`config.mk`:
```
export PLATFORM = sky130hd
export DESIGN_NAME = readability_index_counter
export DESIGN_NICKNAME = d
export VERILOG_FILES = /design/src/rtl/core/rdx_pkg.sv /design/src/rtl/core/rdx_front.sv /design/src/rtl/core/rdx_fifo.sv /design/src/rtl/core/rdx_back.sv /design/src/rtl/core/readability_index_counter.sv
export SDC_FILE = /design/constraint.sdc
export NUM_CORES = 1
export LEC_CHECK = 0
export ABC_AREA = 1
export ABC_CLOCK_PERIOD_IN_PS = 5800
export BUFFER_PORTS_ARGS = -buffer_cell sky130_fd_sc_hd__buf_2
export CAP_MARGIN = 10
export CORE_MARGIN = 2
export CORE_UTILIZATION = 40
export CTS_BUF_LIST = sky130_fd_sc_hd__clkbuf_4 sky130_fd_sc_hd__clkbuf_8
export DETAILED_ROUTE_END_ITERATION = 8
export PLACE_DENSITY = 0.52
export RECOVER_POWER = 100
export SYNTH_ARGS = -nofsm -noshare
export SYNTH_HDL_FRONTEND = slang
export SYNTH_SLANG_ARGS = --single-unit
```
`constraint.sdc`:
```
create_clock -name clk -period 5.8 [get_ports clk]
set_clock_uncertainty 0.2 [all_clocks]
set_input_delay 1.16 -clock clk [delete_from_list [all_inputs] [get_ports clk]]
set_output_delay 1.16 -clock clk [all_outputs]
set_load 0.02 [all_outputs]
```
`src/rtl/core/rdx_pkg.sv`:
```
// Shared types and constants for the readability index counter.
// Depends on nothing; every module of the block imports it.
package rdx_pkg;

  // Default counter width for the letter, whitespace and mark totals.
  localparam int RDX_COUNT_BITS = 16;

  // Weights of the index in hundredths: 588*L - 2960*S - 1580*W over 100*W.
  localparam int RDX_LETTER_WT = 588;
  localparam int RDX_MARK_WT   = 2960;
  localparam int RDX_WORD_WT   = 1580;
  localparam int RDX_DEN_WT    = 100;

  // Saturation limits of the 22-bit signed index.
  localparam int RDX_INDEX_W   = 22;
  localparam int RDX_INDEX_MAX = 2097151;
  localparam int RDX_INDEX_MIN_MAG = 2097152;

  // Grade band thresholds.
  localparam int RDX_TOP_GRADE = 16;
  localparam int RDX_PRE_GRADE = 1;

  // Sentence marks.
  localparam logic [7:0] MARK_PERIOD   = 8'h2E;
  localparam logic [7:0] MARK_QUESTION = 8'h3F;
  localparam logic [7:0] MARK_BANG     = 8'h21;

  // Grade band codes.
  typedef enum logic [1:0] {
    BAND_PRE   = 2'd0,
    BAND_GRADE = 2'd1,
    BAND_TOP   = 2'd2
  } band_t;

  // One byte of the passage.
  typedef struct packed {
    logic [7:0] char_code;
    logic       final_char;
  } in_item_t;

  // One result per passage.
  typedef struct packed {
    logic signed [21:0] reading_index;
    logic [1:0]         grade_band;
    logic [3:0]         grade_level;
  } out_item_t;

  // Status of the passage queue, seen by both the front end and the arithmetic back end.
  typedef struct packed {
    logic full;
    logic empty;
  } q_status_t;

endpackage

```
`src/rtl/core/rdx_front.sv`:
```
// Front end: accepts passage bytes, classifies them and keeps saturating totals.
// Depends on rdx_pkg; pushes finished passage totals into rdx_fifo.
module rdx_front
  import rdx_pkg::*;
#(
  parameter int COUNT_BITS = RDX_COUNT_BITS
) (
  input  logic                      clk,
  input  logic                      rst_n,
  input  logic                      in_valid,
  output logic                      in_ready,
  input  in_item_t                  in_data,
  input  q_status_t                 q_status,
  output logic                      push,
  output logic [3*COUNT_BITS-1:0]   push_data
);

  logic [COUNT_BITS-1:0] ltr_r, ltr_nxt;
  logic [COUNT_BITS-1:0] spc_r, spc_nxt;
  logic [COUNT_BITS-1:0] mrk_r, mrk_nxt;
  logic [COUNT_BITS-1:0] ltr_bump, spc_bump, mrk_bump;
  logic                  accept;
  logic                  is_letter, is_space, is_mark;

  // Bytes are taken whenever the queue has room for a finished passage.
  assign in_ready = ~q_status.full;
  assign accept   = in_valid & in_ready;
  assign push     = accept & in_data.final_char;

  // Classify the byte; bytes above 0x7F match nothing.
  always_comb begin
    is_letter = in_data.char_code inside {[8'h41:8'h5A], [8'h61:8'h7A]};
    is_space  = in_data.char_code inside {8'h20, [8'h09:8'h0D]};
    is_mark   = in_data.char_code inside {MARK_PERIOD, MARK_QUESTION, MARK_BANG};
  end

  // Saturating increments of the totals that this byte touches.
  always_comb begin
    ltr_bump = ltr_r;
    spc_bump = spc_r;
    mrk_bump = mrk_r;
    if (is_letter && (ltr_r != '1)) begin
      ltr_bump = ltr_r + 1'b1;
    end
    if (is_space && (spc_r != '1)) begin
      spc_bump = spc_r + 1'b1;
    end
    if (is_mark && (mrk_r != '1)) begin
      mrk_bump = mrk_r + 1'b1;
    end
  end

  // The final byte is counted, the totals go to the queue and then clear.
  assign push_data = {ltr_bump, spc_bump, mrk_bump};

  always_comb begin
    ltr_nxt = ltr_r;
    spc_nxt = spc_r;
    mrk_nxt = mrk_r;
    if (push) begin
      ltr_nxt = '0;
      spc_nxt = '0;
      mrk_nxt = '0;
    end else if (accept) begin
      ltr_nxt = ltr_bump;
      spc_nxt = spc_bump;
      mrk_nxt = mrk_bump;
    end
  end

  always_ff @(posedge clk) begin
    if (!rst_n) begin
      ltr_r <= '0;
      spc_r <= '0;
      mrk_r <= '0;
    end else begin
      ltr_r <= ltr_nxt;
      spc_r <= spc_nxt;
      mrk_r <= mrk_nxt;
    end
  end

endmodule

```
`src/rtl/core/rdx_fifo.sv`:
```
// Two-entry queue of passage totals between the front and back ends.
// Depends on rdx_pkg for the status struct.
module rdx_fifo
  import rdx_pkg::*;
#(
  parameter int WIDTH = 3 * RDX_COUNT_BITS
) (
  input  logic             clk,
  input  logic             rst_n,
  input  logic             push,
  input  logic [WIDTH-1:0] push_data,
  input  logic             pop,
  output logic [WIDTH-1:0] pop_data,
  output q_status_t        q_status
);

  logic [WIDTH-1:0] mem_r [2];
  logic             wr_ptr_r, wr_ptr_nxt;
  logic             rd_ptr_r, rd_ptr_nxt;
  logic [1:0]       cnt_r, cnt_nxt;
  logic             do_push, do_pop;

  assign q_status.full  = (cnt_r == 2'd2);
  assign q_status.empty = (cnt_r == 2'd0);
  assign do_push  = push & ~q_status.full;
  assign do_pop   = pop & ~q_status.empty;
  assign pop_data = mem_r[rd_ptr_r];

  // Pointer and fill count update.
  always_comb begin
    wr_ptr_nxt = wr_ptr_r ^ do_push;
    rd_ptr_nxt = rd_ptr_r ^ do_pop;
    cnt_nxt    = cnt_r;
    if (do_push && !do_pop) begin
      cnt_nxt = cnt_r + 2'd1;
    end else if (do_pop && !do_push) begin
      cnt_nxt = cnt_r - 2'd1;
    end
  end

  always_ff @(posedge clk) begin
    if (!rst_n) begin
      wr_ptr_r <= 1'b0;
      rd_ptr_r <= 1'b0;
      cnt_r    <= 2'd0;
    end else begin
      wr_ptr_r <= wr_ptr_nxt;
      rd_ptr_r <= rd_ptr_nxt;
      cnt_r    <= cnt_nxt;
    end
  end

  // Entry storage.
  always_ff @(posedge clk) begin
    if (do_push) begin
      mem_r[wr_ptr_r] <= push_data;
    end
  end

endmodule

```
`src/rtl/core/rdx_back.sv`:
```
// Back end: turns one passage's totals into the rounded index and grade band.
// Depends on rdx_pkg; a restoring divider yields one quotient bit per cycle.
module rdx_back
  import rdx_pkg::*;
#(
  parameter int COUNT_BITS = RDX_COUNT_BITS
) (
  input  logic                    clk,
  input  logic                    rst_n,
  input  q_status_t               q_status,
  output logic                    pop,
  input  logic [3*COUNT_BITS-1:0] pop_data,
  output logic                    out_valid,
  input  logic                    out_ready,
  output out_item_t               out_data
);

  localparam int WW  = COUNT_BITS + 1;   // words
  localparam int PLW = COUNT_BITS + 10;  // 588 * letters
  localparam int PSW = COUNT_BITS + 12;  // 2960 * marks
  localparam int PWW = COUNT_BITS + 12;  // 1580 * words
  localparam int DNW = COUNT_BITS + 7;   // 100 * words
  localparam int NW  = COUNT_BITS + 14;  // signed numerator
  localparam int MW  = NW - 1;           // numerator magnitude
  localparam int QW  = NW;               // dividend and quotient
  localparam int DW  = DNW + 1;          // divisor, twice the denominator
  localparam int CW  = $clog2(QW + 1);
  localparam int XW  = (QW > RDX_INDEX_W + 1) ? QW : RDX_INDEX_W + 1;

  typedef enum logic [5:0] {
    ST_IDLE = 6'b000001,
    ST_MUL  = 6'b000010,
    ST_SUM  = 6'b000100,
    ST_PREP = 6'b001000,
    ST_DIV  = 6'b010000,
    ST_FIN  = 6'b100000
  } state_t;

  state_t                st_r, st_nxt;
  logic [CW-1:0]         cnt_r, cnt_nxt;
  logic                  out_valid_r, out_valid_nxt;
  out_item_t             out_data_r, out_data_nxt;

  logic [COUNT_BITS-1:0] ltr_r, spc_r, mrk_r;
  logic [PLW-1:0]        p_l_r;
  logic [PSW-1:0]        p_s_r;
  logic [PWW-1:0]        p_w_r;
  logic [DNW-1:0]        den_r;
  logic signed [NW-1:0]  num_r;
  logic                  neg_r;
  logic [QW-1:0]         quo_r, quo_nxt;
  logic [DW-1:0]         rem_r, rem_nxt;
  logic [DW-1:0]         dsr_r;

  logic [WW-1:0]         words;
  logic [MW-1:0]         mag;
  logic [DW:0]           shifted;
  logic                  ge;
  logic                  load_out;
  logic [XW-1:0]         q_ext;
  logic [RDX_INDEX_W-1:0] idx;

  assign pop       = (st_r == ST_IDLE) & ~q_status.empty;
  assign load_out  = (st_r == ST_FIN) & (~out_valid_r | out_ready);
  assign out_valid = out_valid_r;
  assign out_data  = out_data_r;
  assign words     = WW'(spc_r) + WW'(1);

  // Sequencer: fetch, weight, sum, prepare, divide, deliver.
  always_comb begin
    st_nxt  = st_r;
    cnt_nxt = cnt_r;
    case (st_r)
      ST_IDLE: begin
        if (pop) begin
          st_nxt = ST_MUL;
        end
      end
      ST_MUL:  st_nxt = ST_SUM;
      ST_SUM:  st_nxt = ST_PREP;
      ST_PREP: begin
        st_nxt  = ST_DIV;
        cnt_nxt = CW'(QW);
      end
      ST_DIV: begin
        cnt_nxt = cnt_r - 1'b1;
        if (cnt_r == CW'(1)) begin
          st_nxt = ST_FIN;
        end
      end
      ST_FIN: begin
        if (load_out) begin
          st_nxt = ST_IDLE;
        end
      end
      default: st_nxt = ST_IDLE;
    endcase
  end

  // Magnitude of the numerator.
  always_comb begin
    if (num_r[NW-1]) begin
      mag = MW'(-num_r);
    end else begin
      mag = MW'(num_r);
    end
  end

  // One restoring division step.
  always_comb begin
    shifted = {rem_r, quo_r[QW-1]};
    ge      = (shifted >= {1'b0, dsr_r});
    if (ge) begin
      rem_nxt = DW'(shifted - {1'b0, dsr_r});
    end else begin
      rem_nxt = shifted[DW-1:0];
    end
    quo_nxt = {quo_r[QW-2:0], ge};
  end

  // Saturate the signed quotient and pick the grade band.
  always_comb begin
    q_ext = XW'(quo_r);
    if (neg_r) begin
      if (q_ext > XW'(RDX_INDEX_MIN_MAG)) begin
        idx = RDX_INDEX_W'(RDX_INDEX_MIN_MAG);
      end else begin
        idx = RDX_INDEX_W'(-q_ext);
      end
    end else begin
      if (q_ext > XW'(RDX_INDEX_MAX)) begin
        idx = RDX_INDEX_W'(RDX_INDEX_MAX);
      end else begin
        idx = q_ext[RDX_INDEX_W-1:0];
      end
    end
    out_data_nxt.reading_index = idx;
    if ($signed(idx) >= $signed(RDX_INDEX_W'(RDX_TOP_GRADE))) begin
      out_data_nxt.grade_band  = BAND_TOP;
      out_data_nxt.grade_level = 4'd0;
    end else if ($signed(idx) <= $signed(RDX_INDEX_W'(RDX_PRE_GRADE))) begin
      out_data_nxt.grade_band  = BAND_PRE;
      out_data_nxt.grade_level = 4'd0;
    end else begin
      out_data_nxt.grade_band  = BAND_GRADE;
      out_data_nxt.grade_level = idx[3:0];
    end
  end

  // Output register holds a result until it is transferred.
  always_comb begin
    out_valid_nxt = out_valid_r & ~out_ready;
    if (load_out) begin
      out_valid_nxt = 1'b1;
    end
  end

  always_ff @(posedge clk) begin
    if (!rst_n) begin
      st_r        <= ST_IDLE;
      cnt_r       <= '0;
      out_valid_r <= 1'b0;
    end else begin
      st_r        <= st_nxt;
      cnt_r       <= cnt_nxt;
      out_valid_r <= out_valid_nxt;
    end
  end

  // Datapath registers.
  always_ff @(posedge clk) begin
    if (pop) begin
      {ltr_r, spc_r, mrk_r} <= pop_data;
    end
    if (st_r == ST_MUL) begin
      p_l_r <= PLW'(ltr_r) * PLW'(RDX_LETTER_WT);
      p_s_r <= PSW'(mrk_r) * PSW'(RDX_MARK_WT);
      p_w_r <= PWW'(words) * PWW'(RDX_WORD_WT);
      den_r <= DNW'(words) * DNW'(RDX_DEN_WT);
    end
    if (st_r == ST_SUM) begin
      num_r <= $signed(NW'(p_l_r)) - $signed(NW'(p_s_r)) - $signed(NW'(p_w_r));
    end
    if (st_r == ST_PREP) begin
      neg_r <= num_r[NW-1];
      quo_r <= QW'({mag, 1'b0}) + QW'(den_r);
      rem_r <= '0;
      dsr_r <= {den_r, 1'b0};
    end
    if (st_r == ST_DIV) begin
      quo_r <= quo_nxt;
      rem_r <= rem_nxt;
    end
    if (load_out) begin
      out_data_r <= out_data_nxt;
    end
  end

endmodule

```
`src/rtl/core/readability_index_counter.sv`:
```
// Top level of the readability index counter: front end, queue and back end.
// Depends on rdx_pkg, rdx_front, rdx_fifo and rdx_back.
//
// The block takes one passage byte per cycle and keeps saturating totals of
// letters, whitespace bytes and sentence marks, COUNT_BITS wide each. On the
// byte flagged final, the totals go into a two-entry queue and the counters
// clear, so the next passage starts from zero totals. The back end works on
// one passage at a time: it takes the totals from the queue, weights them,
// sums them, sets up the divider, runs a restoring divider that yields one
// quotient bit per cycle, and loads the output register once that register
// is free or being emptied. It takes the next passage only after the result
// is loaded. Bytes stall only when two finished passages are already waiting
// in the queue. The result is the Coleman-Liau index rounded to the nearest
// integer, ties away from zero, saturated to 22 bits signed, with its grade
// band.
module readability_index_counter
  import rdx_pkg::*;
#(
  parameter int COUNT_BITS = RDX_COUNT_BITS
) (
  input  logic      clk,
  input  logic      rst_n,
  input  logic      in_valid,
  output logic      in_ready,
  input  in_item_t  in_data,
  output logic      out_valid,
  input  logic      out_ready,
  output out_item_t out_data
);

  logic                    push, pop;
  logic [3*COUNT_BITS-1:0] push_data, pop_data;
  q_status_t               q_status;

  // Byte intake and counting.
  rdx_front #(
    .COUNT_BITS (COUNT_BITS)
  ) u_front (
    .clk       (clk),
    .rst_n     (rst_n),
    .in_valid  (in_valid),
    .in_ready  (in_ready),
    .in_data   (in_data),
    .q_status  (q_status),
    .push      (push),
    .push_data (push_data)
  );

  // Queue of finished passage totals.
  rdx_fifo #(
    .WIDTH (3 * COUNT_BITS)
  ) u_fifo (
    .clk       (clk),
    .rst_n     (rst_n),
    .push      (push),
    .push_data (push_data),
    .pop       (pop),
    .pop_data  (pop_data),
    .q_status  (q_status)
  );

  // Index arithmetic and result register.
  rdx_back #(
    .COUNT_BITS (COUNT_BITS)
  ) u_back (
    .clk       (clk),
    .rst_n     (rst_n),
    .q_status  (q_status),
    .pop       (pop),
    .pop_data  (pop_data),
    .out_valid (out_valid),
    .out_ready (out_ready),
    .out_data  (out_data)
  );

endmodule

```
# Yosys cells after proc, flatten, opt, wreduce, memory -nomap -nowiden
# Memory sizes are Yosys's and may differ from the RTL's. A register that Yosys moved wholly into a read port is not among the register bits.
# Cells that the tools add are included.
dict set report totals {
  ff_bits 293
  latchBits 0
  ramBits 96
  rom_bits 0
  in_bits 13
  out_inout_bits 30
  elab_cells 125
  mem_count 1
}
# name depth width read_ports rd_ports_with_merged_regs wr line
set memory_table {}
lappend memory_table {u_fifo.mem_r 2 48 1 1 1 rdx_fifo.sv:17} ;# logic [WIDTH-1:0] mem_r [2];
dict set report op_classes {
  add_sub_neg 13
  multipliers 4
  n_div 0
  magnitude_cmp 11
  eq_ne 18
  shift 0
  muxes 23
  bitwise 15
  reduce_logical 19
}
# op count
set ops {}
lappend ops {{24-bit 2-to-1 mux} 3}
lappend ops {{22-bit 2-to-1 mux} 3}
lappend ops {{30-bit 2-to-1 mux} 2}
lappend ops {{16-bit by 1-bit adder with 16-bit output (second input constant)} 3}
lappend ops {{16-bit by 8-bit multiplier with 24-bit output (second input constant)} 2}
lappend ops {{16-bit 2-to-1 mux} 3}
lappend ops {{16-bit != test (second input constant)} 3}
lappend ops {{6-bit one-hot mux with 6 select lines} 1}
lappend ops {{8-bit by 6-bit equality test with 1-bit output (second input constant)} 4}
lappend ops {{30-bit by 23-bit adder with 30-bit output} 1}
lappend ops {{30-bit by 21-bit > comparator with 1-bit output (second input constant)} 1}
lappend ops {{30-bit by 22-bit > comparator with 1-bit output (second input constant)} 1}
lappend ops {{30-bit by 29-bit subtractor with 30-bit output} 1}
lappend ops {{29-bit 2-to-1 mux} 1}
lappend ops {{29-bit negation} 1}
lappend ops {{26-bit by 28-bit subtractor with 29-bit output} 1}
lappend ops {{17-bit by 9-bit multiplier with 26-bit output (second input constant)} 1}
lappend ops {{25-bit by 24-bit >= comparator with 1-bit output} 1}
lappend ops {{24-bit subtractor} 1}
lappend ops {{22-bit by 6-bit >= comparator with 1-bit output (second input constant)} 1}
lappend ops {{22-bit by 2-bit <= comparator with 1-bit output (second input constant)} 1}
lappend ops {{22-bit negation} 1}
lappend ops {{17-bit by 5-bit multiplier with 21-bit output (second input constant)} 1}
lappend ops {{6-bit 2-to-1 mux} 3}
lappend ops {{33 further kinds} 62}

# Longest topological paths before layout
dict set report logic_depth {
  word_depth 9
  mapped_depth 26
  ltp_nobuf 26
}

# Hierarchy
# A second synthesis with hierarchy kept.
dict set report unflattened {
  cells_unflattened 3708
  area_unflattened_um2 32538.7
}
# module instances cells_per_inst area_per_inst_um2 seq_area_each_um2
set modules_own_cells {}
lappend modules_own_cells {rdx_back 1 2772 24726.2 8468.1}
lappend modules_own_cells {rdx_front 1 752 4020.1 960.9}
lappend modules_own_cells {rdx_fifo 1 184 3792.4 2982.9}

# Worst setup path before layout
# Ideal clock, no wire load.
dict set report synth_timing {
  kind {reg2reg}
  startpoint {register u_back.spc_r[2] (read register of u_fifo.mem_r)}
  endpoint {register u_back.p_w_r[26] (data pin)}
  setup_ns 0.258
  arrival_ns 4.677
  t_required_ns 5.342
  path_slack_ns 0.665
  stages_incl_launch_ff 25
  n_path_buf 0
  period_less_slack_ns 5.135
  path_cell_list {edfxtp_1 > inv_1 > nor4_1 > nand4_1 > nor4_2 > nand2_1 > nand2_1 > inv_1 > nor2_1 > ha_1 > ha_1 > inv_1 > fa_1 > fa_1 > inv_1 > ha_1 > a21oi_1 > o21ai_0 > nand2_1 > o211ai_1 > a21oi_1 > o21bai_1 > nand2_1 > nand3_1 > xor2_1}
}
dict set report synth_via {
  elab_chain_len 2
}
# item line
set synth_rtl {}
lappend synth_rtl {{start: declaration} rdx_back.sv:44} ;# logic [COUNT_BITS-1:0] ltr_r, spc_r, mrk_r;
lappend synth_rtl {{16-bit by 1-bit adder with 17-bit output} rdx_back.sv:67} ;# assign words = WW'(spc_r) + WW'(1);
lappend synth_rtl {{17-bit by 9-bit multiplier with 26-bit output} rdx_back.sv:178} ;# p_w_r <= PWW'(words) * PWW'(RDX_WORD_WT);
lappend synth_rtl {{end signal: assignment} rdx_back.sv:178}
lappend synth_rtl {{end: declaration} rdx_back.sv:47} ;# logic [PWW-1:0] p_w_r;
# No other way between the ends.
# A chain may end at the register's enable or synchronous reset.

# Final worst setup path
# Same ends and word-level chain as after synthesis.

==> summary.txt <==
Worst setup path
  • Kind of critical path: reg2reg
  • Data arrival, critical path: 5.63 ns
  • Critical path launch point type: flop
  • Max Fanout on Critical Path: 4
  • R2R Setup Slk: 0.41 ns
  • Worst Path Required: 6.04 ns
  • Crit path capture type: flop

Timing
  • Worst Tran Pin Value: 2.86 ns
  • Crit share post-route: 0.930
  • Max_slew headroom: -0.905
  • Max Slew Vio Count: 356
  • FMAX: 185 MHz
  • Final Hold Viols: 0
  • Min Tclk post-route: 5.39 ns
  • Setup-failing EPs final: 0

Finish
  • Non-Filler Instances: 4837
  • Most frequent cells in the layout: 675 x inv_1, 671 x nand2_1, 370 x edfxtp_1
  • Most common cell after layout, fill and taps aside: inv_1
  • Final-stage net count: 4171
  • Synth-to-Final Area Change: 9.49%
  • Layout cell share with drive strength beyond 1: 0.0555

Routing
  • Routed WL per cell: 14.9 µm
  • Routed Wire Length: 71900 µm
  • Via count: 23200
  • Vias per cell: 4.80
  • DR pass1 iterations: 6
  • DRC violations left: 0
  • 1st-iter DRT viols: 910
  • Final ANT Viol Nets: 0

Clocking
  • Cts-stage hold buffer count: 0
  • Clock tree root driver cell: clkbuf_8
  • Max H-tree Level: 3
  • Worst-Skew Late Latency: 0.69 ns
  • Clock buffer depth: 3
  • Clock sinks: 434
  • Reg clk slew, reported paths: 0.07 ns
  • TritonCTS clock tree: done
  • Clock buffer count from CTS: 80

Yosys
  • Fraction of the yosys area taken by sequential cells: 0.390
  • Async SR Flop Fraction: 0
  • Seq cells post-synth: 434
  • Unique cell type count in the Yosys netlist: 55
  • Gate Count Post-Synth: 3625
  • Yosys Warn Count: 0
  • Primary FF master, synth: edfxtp_1
  • Synth Net Count: 4076
  • EDFF count, synth: 370
  • Avg Cell Area, Syn: 8.77 µm²
  • Cell Area, Synth: 0.0318 mm²

Placement
  • Placer Congestion: 0.868
  • Placed insts: 4686
  • Port bufs: 42
  • Detailed placer's ending HPWL: 57200 µm

Outcome
  • Failing checks: max-capacitance violations, max-slew violations
  • Status: finished with violations

Global routing
  • Number of global-route vias before repair: 22800
  • First-pass GRT wire length: 116000 µm
  • Initial antenna violation count: 2
  • Largest net degree at the start of global routing: 73
  • GRT Total Usage: 0.177
  • Total grt overflow: 0

Die
  • Die width: 286 µm
  • # rows: 103
  • Initial Util: 0.403
  • Die Ht: 286 µm
  • Die Area: 0.0818 mm²
  • Core ar.: 0.0789 mm²
  • Top Ports: 43

Worst hold path
  • HP Class: reg2reg

Run
  • MaxCap Viol Count: 8
-- stage by stage --
step           setup TNS (ns)  area (µm²)  hold slack, ns  utilization  setup WS [ns]
5_1_grt               -0.0190       34800           0.268        0.442        -0.0190
4_1_cts                     0       34900           0.256        0.442          0.159
6_report                    0       34800           0.260        0.442          0.406
3_5_place_dp                0       33300           0.282        0.422          0.188
3_3_place_gp                0       33300           0.272        0.422          0.264
2_1_floorplan               0       31800           0.231            -          0.665
-- cells in the mapped netlist (all sizes together) (15+ instances only) --
cell    number  area (µm²)
inv        681        2560
nand2      676        2570
edfxtp     370       11100
ha         327        4090
nor2       269        1080
a21oi      244        1220
o21ai      234        1170
xor2       174        1520
nand3      135         681
fa         111        2220
dfxtp       64        1280
xnor2       58         508
nor3        46         240
nand4       42         284
clkbuf      34         129
nor4        25         169
o21bai      22         169
a31oi       16         100
a21o        15         113
-- area by class of cell --
type / instances / area, µm²
multi-input combinational: 2462 / 16700
fill: 7988 / 44000
timing repair buffer: 59 / 258
inverter: 683 / 2560
sequential: 434 / 12400
clock buffer: 117 / 1400
clock inverter: 27 / 196
antenna: 5 / 12.5
tap: 1050 / 1310
-- path summary, 6_finish.rpt --
kind	from	endpoint	cells after the start
max	u_back.spc_r[2]	u_back.p_w_r[26]	25
min	u_back.den_r[5]	u_back.dsr_r[6]	0
max reg2reg	u_back.spc_r[2]	u_back.p_w_r[26]	25
min reg2reg	u_back.den_r[5]	u_back.dsr_r[6]	0
-- per-layer routing --
metal	global-route usage	routed length, µm	share of wire
met5	0	0	0
met4	0.0424	1410	0.020
met3	0.0294	2220	0.031
met2	0.303	34100	0.48
met1	0.233	34100	0.47
-- worst max-delay path: stages, from the launching register on --
cell      delay, ns
edfxtp_1       0.39
inv_1          0.10
nor4_2         0.32
nand4_1        0.13
buf_4          0.17
nor4_2         0.23
nand2_1        0.11
nand2_1        0.07
inv_1          0.03
nor2_1         0.14
ha_1           0.29
ha_1           0.36
inv_1          0.08
fa_1           0.46
fa_1           0.55
inv_1          0.04
ha_1           0.35
a21oi_1        0.20
o21ai_0        0.11
nand2_1        0.07
o211ai_1       0.09
a21oi_2        0.23
o21bai_2       0.12
nand2_1        0.07
nand3_1        0.07
xor2_1         0.14
-- registers in the layout (all words and copies together), names as in the netlist, 2 cells and up --
register and flops:
u_back.out_data 28, u_fifo.mem_r 96, u_back.cnt_r 5, u_front.mrk_r 16, u_front.spc_r 16, u_back.dsr_r 21
u_back.p_s_r 24, u_front.ltr_r 16, u_back.spc_r 16, u_back.den_r 20, u_back.st_r 6, u_back.p_w_r 26
u_back.p_l_r 24, u_back.mrk_r 16, u_fifo.cnt_r 2, u_back.num_r 28, u_back.rem_r 24, u_back.q_ext 30
u_back.ltr_r 16
-- cells by family after synthesis --
| logic type | synth area share |
|---|---|
| adder cells (fa/ha/maj) | 0.199 |
| AND/OR/NAND/NOR | 0.163 |
| AO/OA/AOI/OAI | 0.0987 |
| XOR/XNOR | 0.0639 |
| flip-flops | 0.390 |
| buffers and inverters | 0.0866 |
-- timing repair --
action                     4_1_cts  5_1_grt
hold endpoints to repair         0        0
setup buffers                    0        2
resized for setup                0       14
setup endpoints to repair        0        9
Power is left out: the tool's default activity adds up to more than one toggle a clock period on the data nets, which glitch-free logic cannot reach.
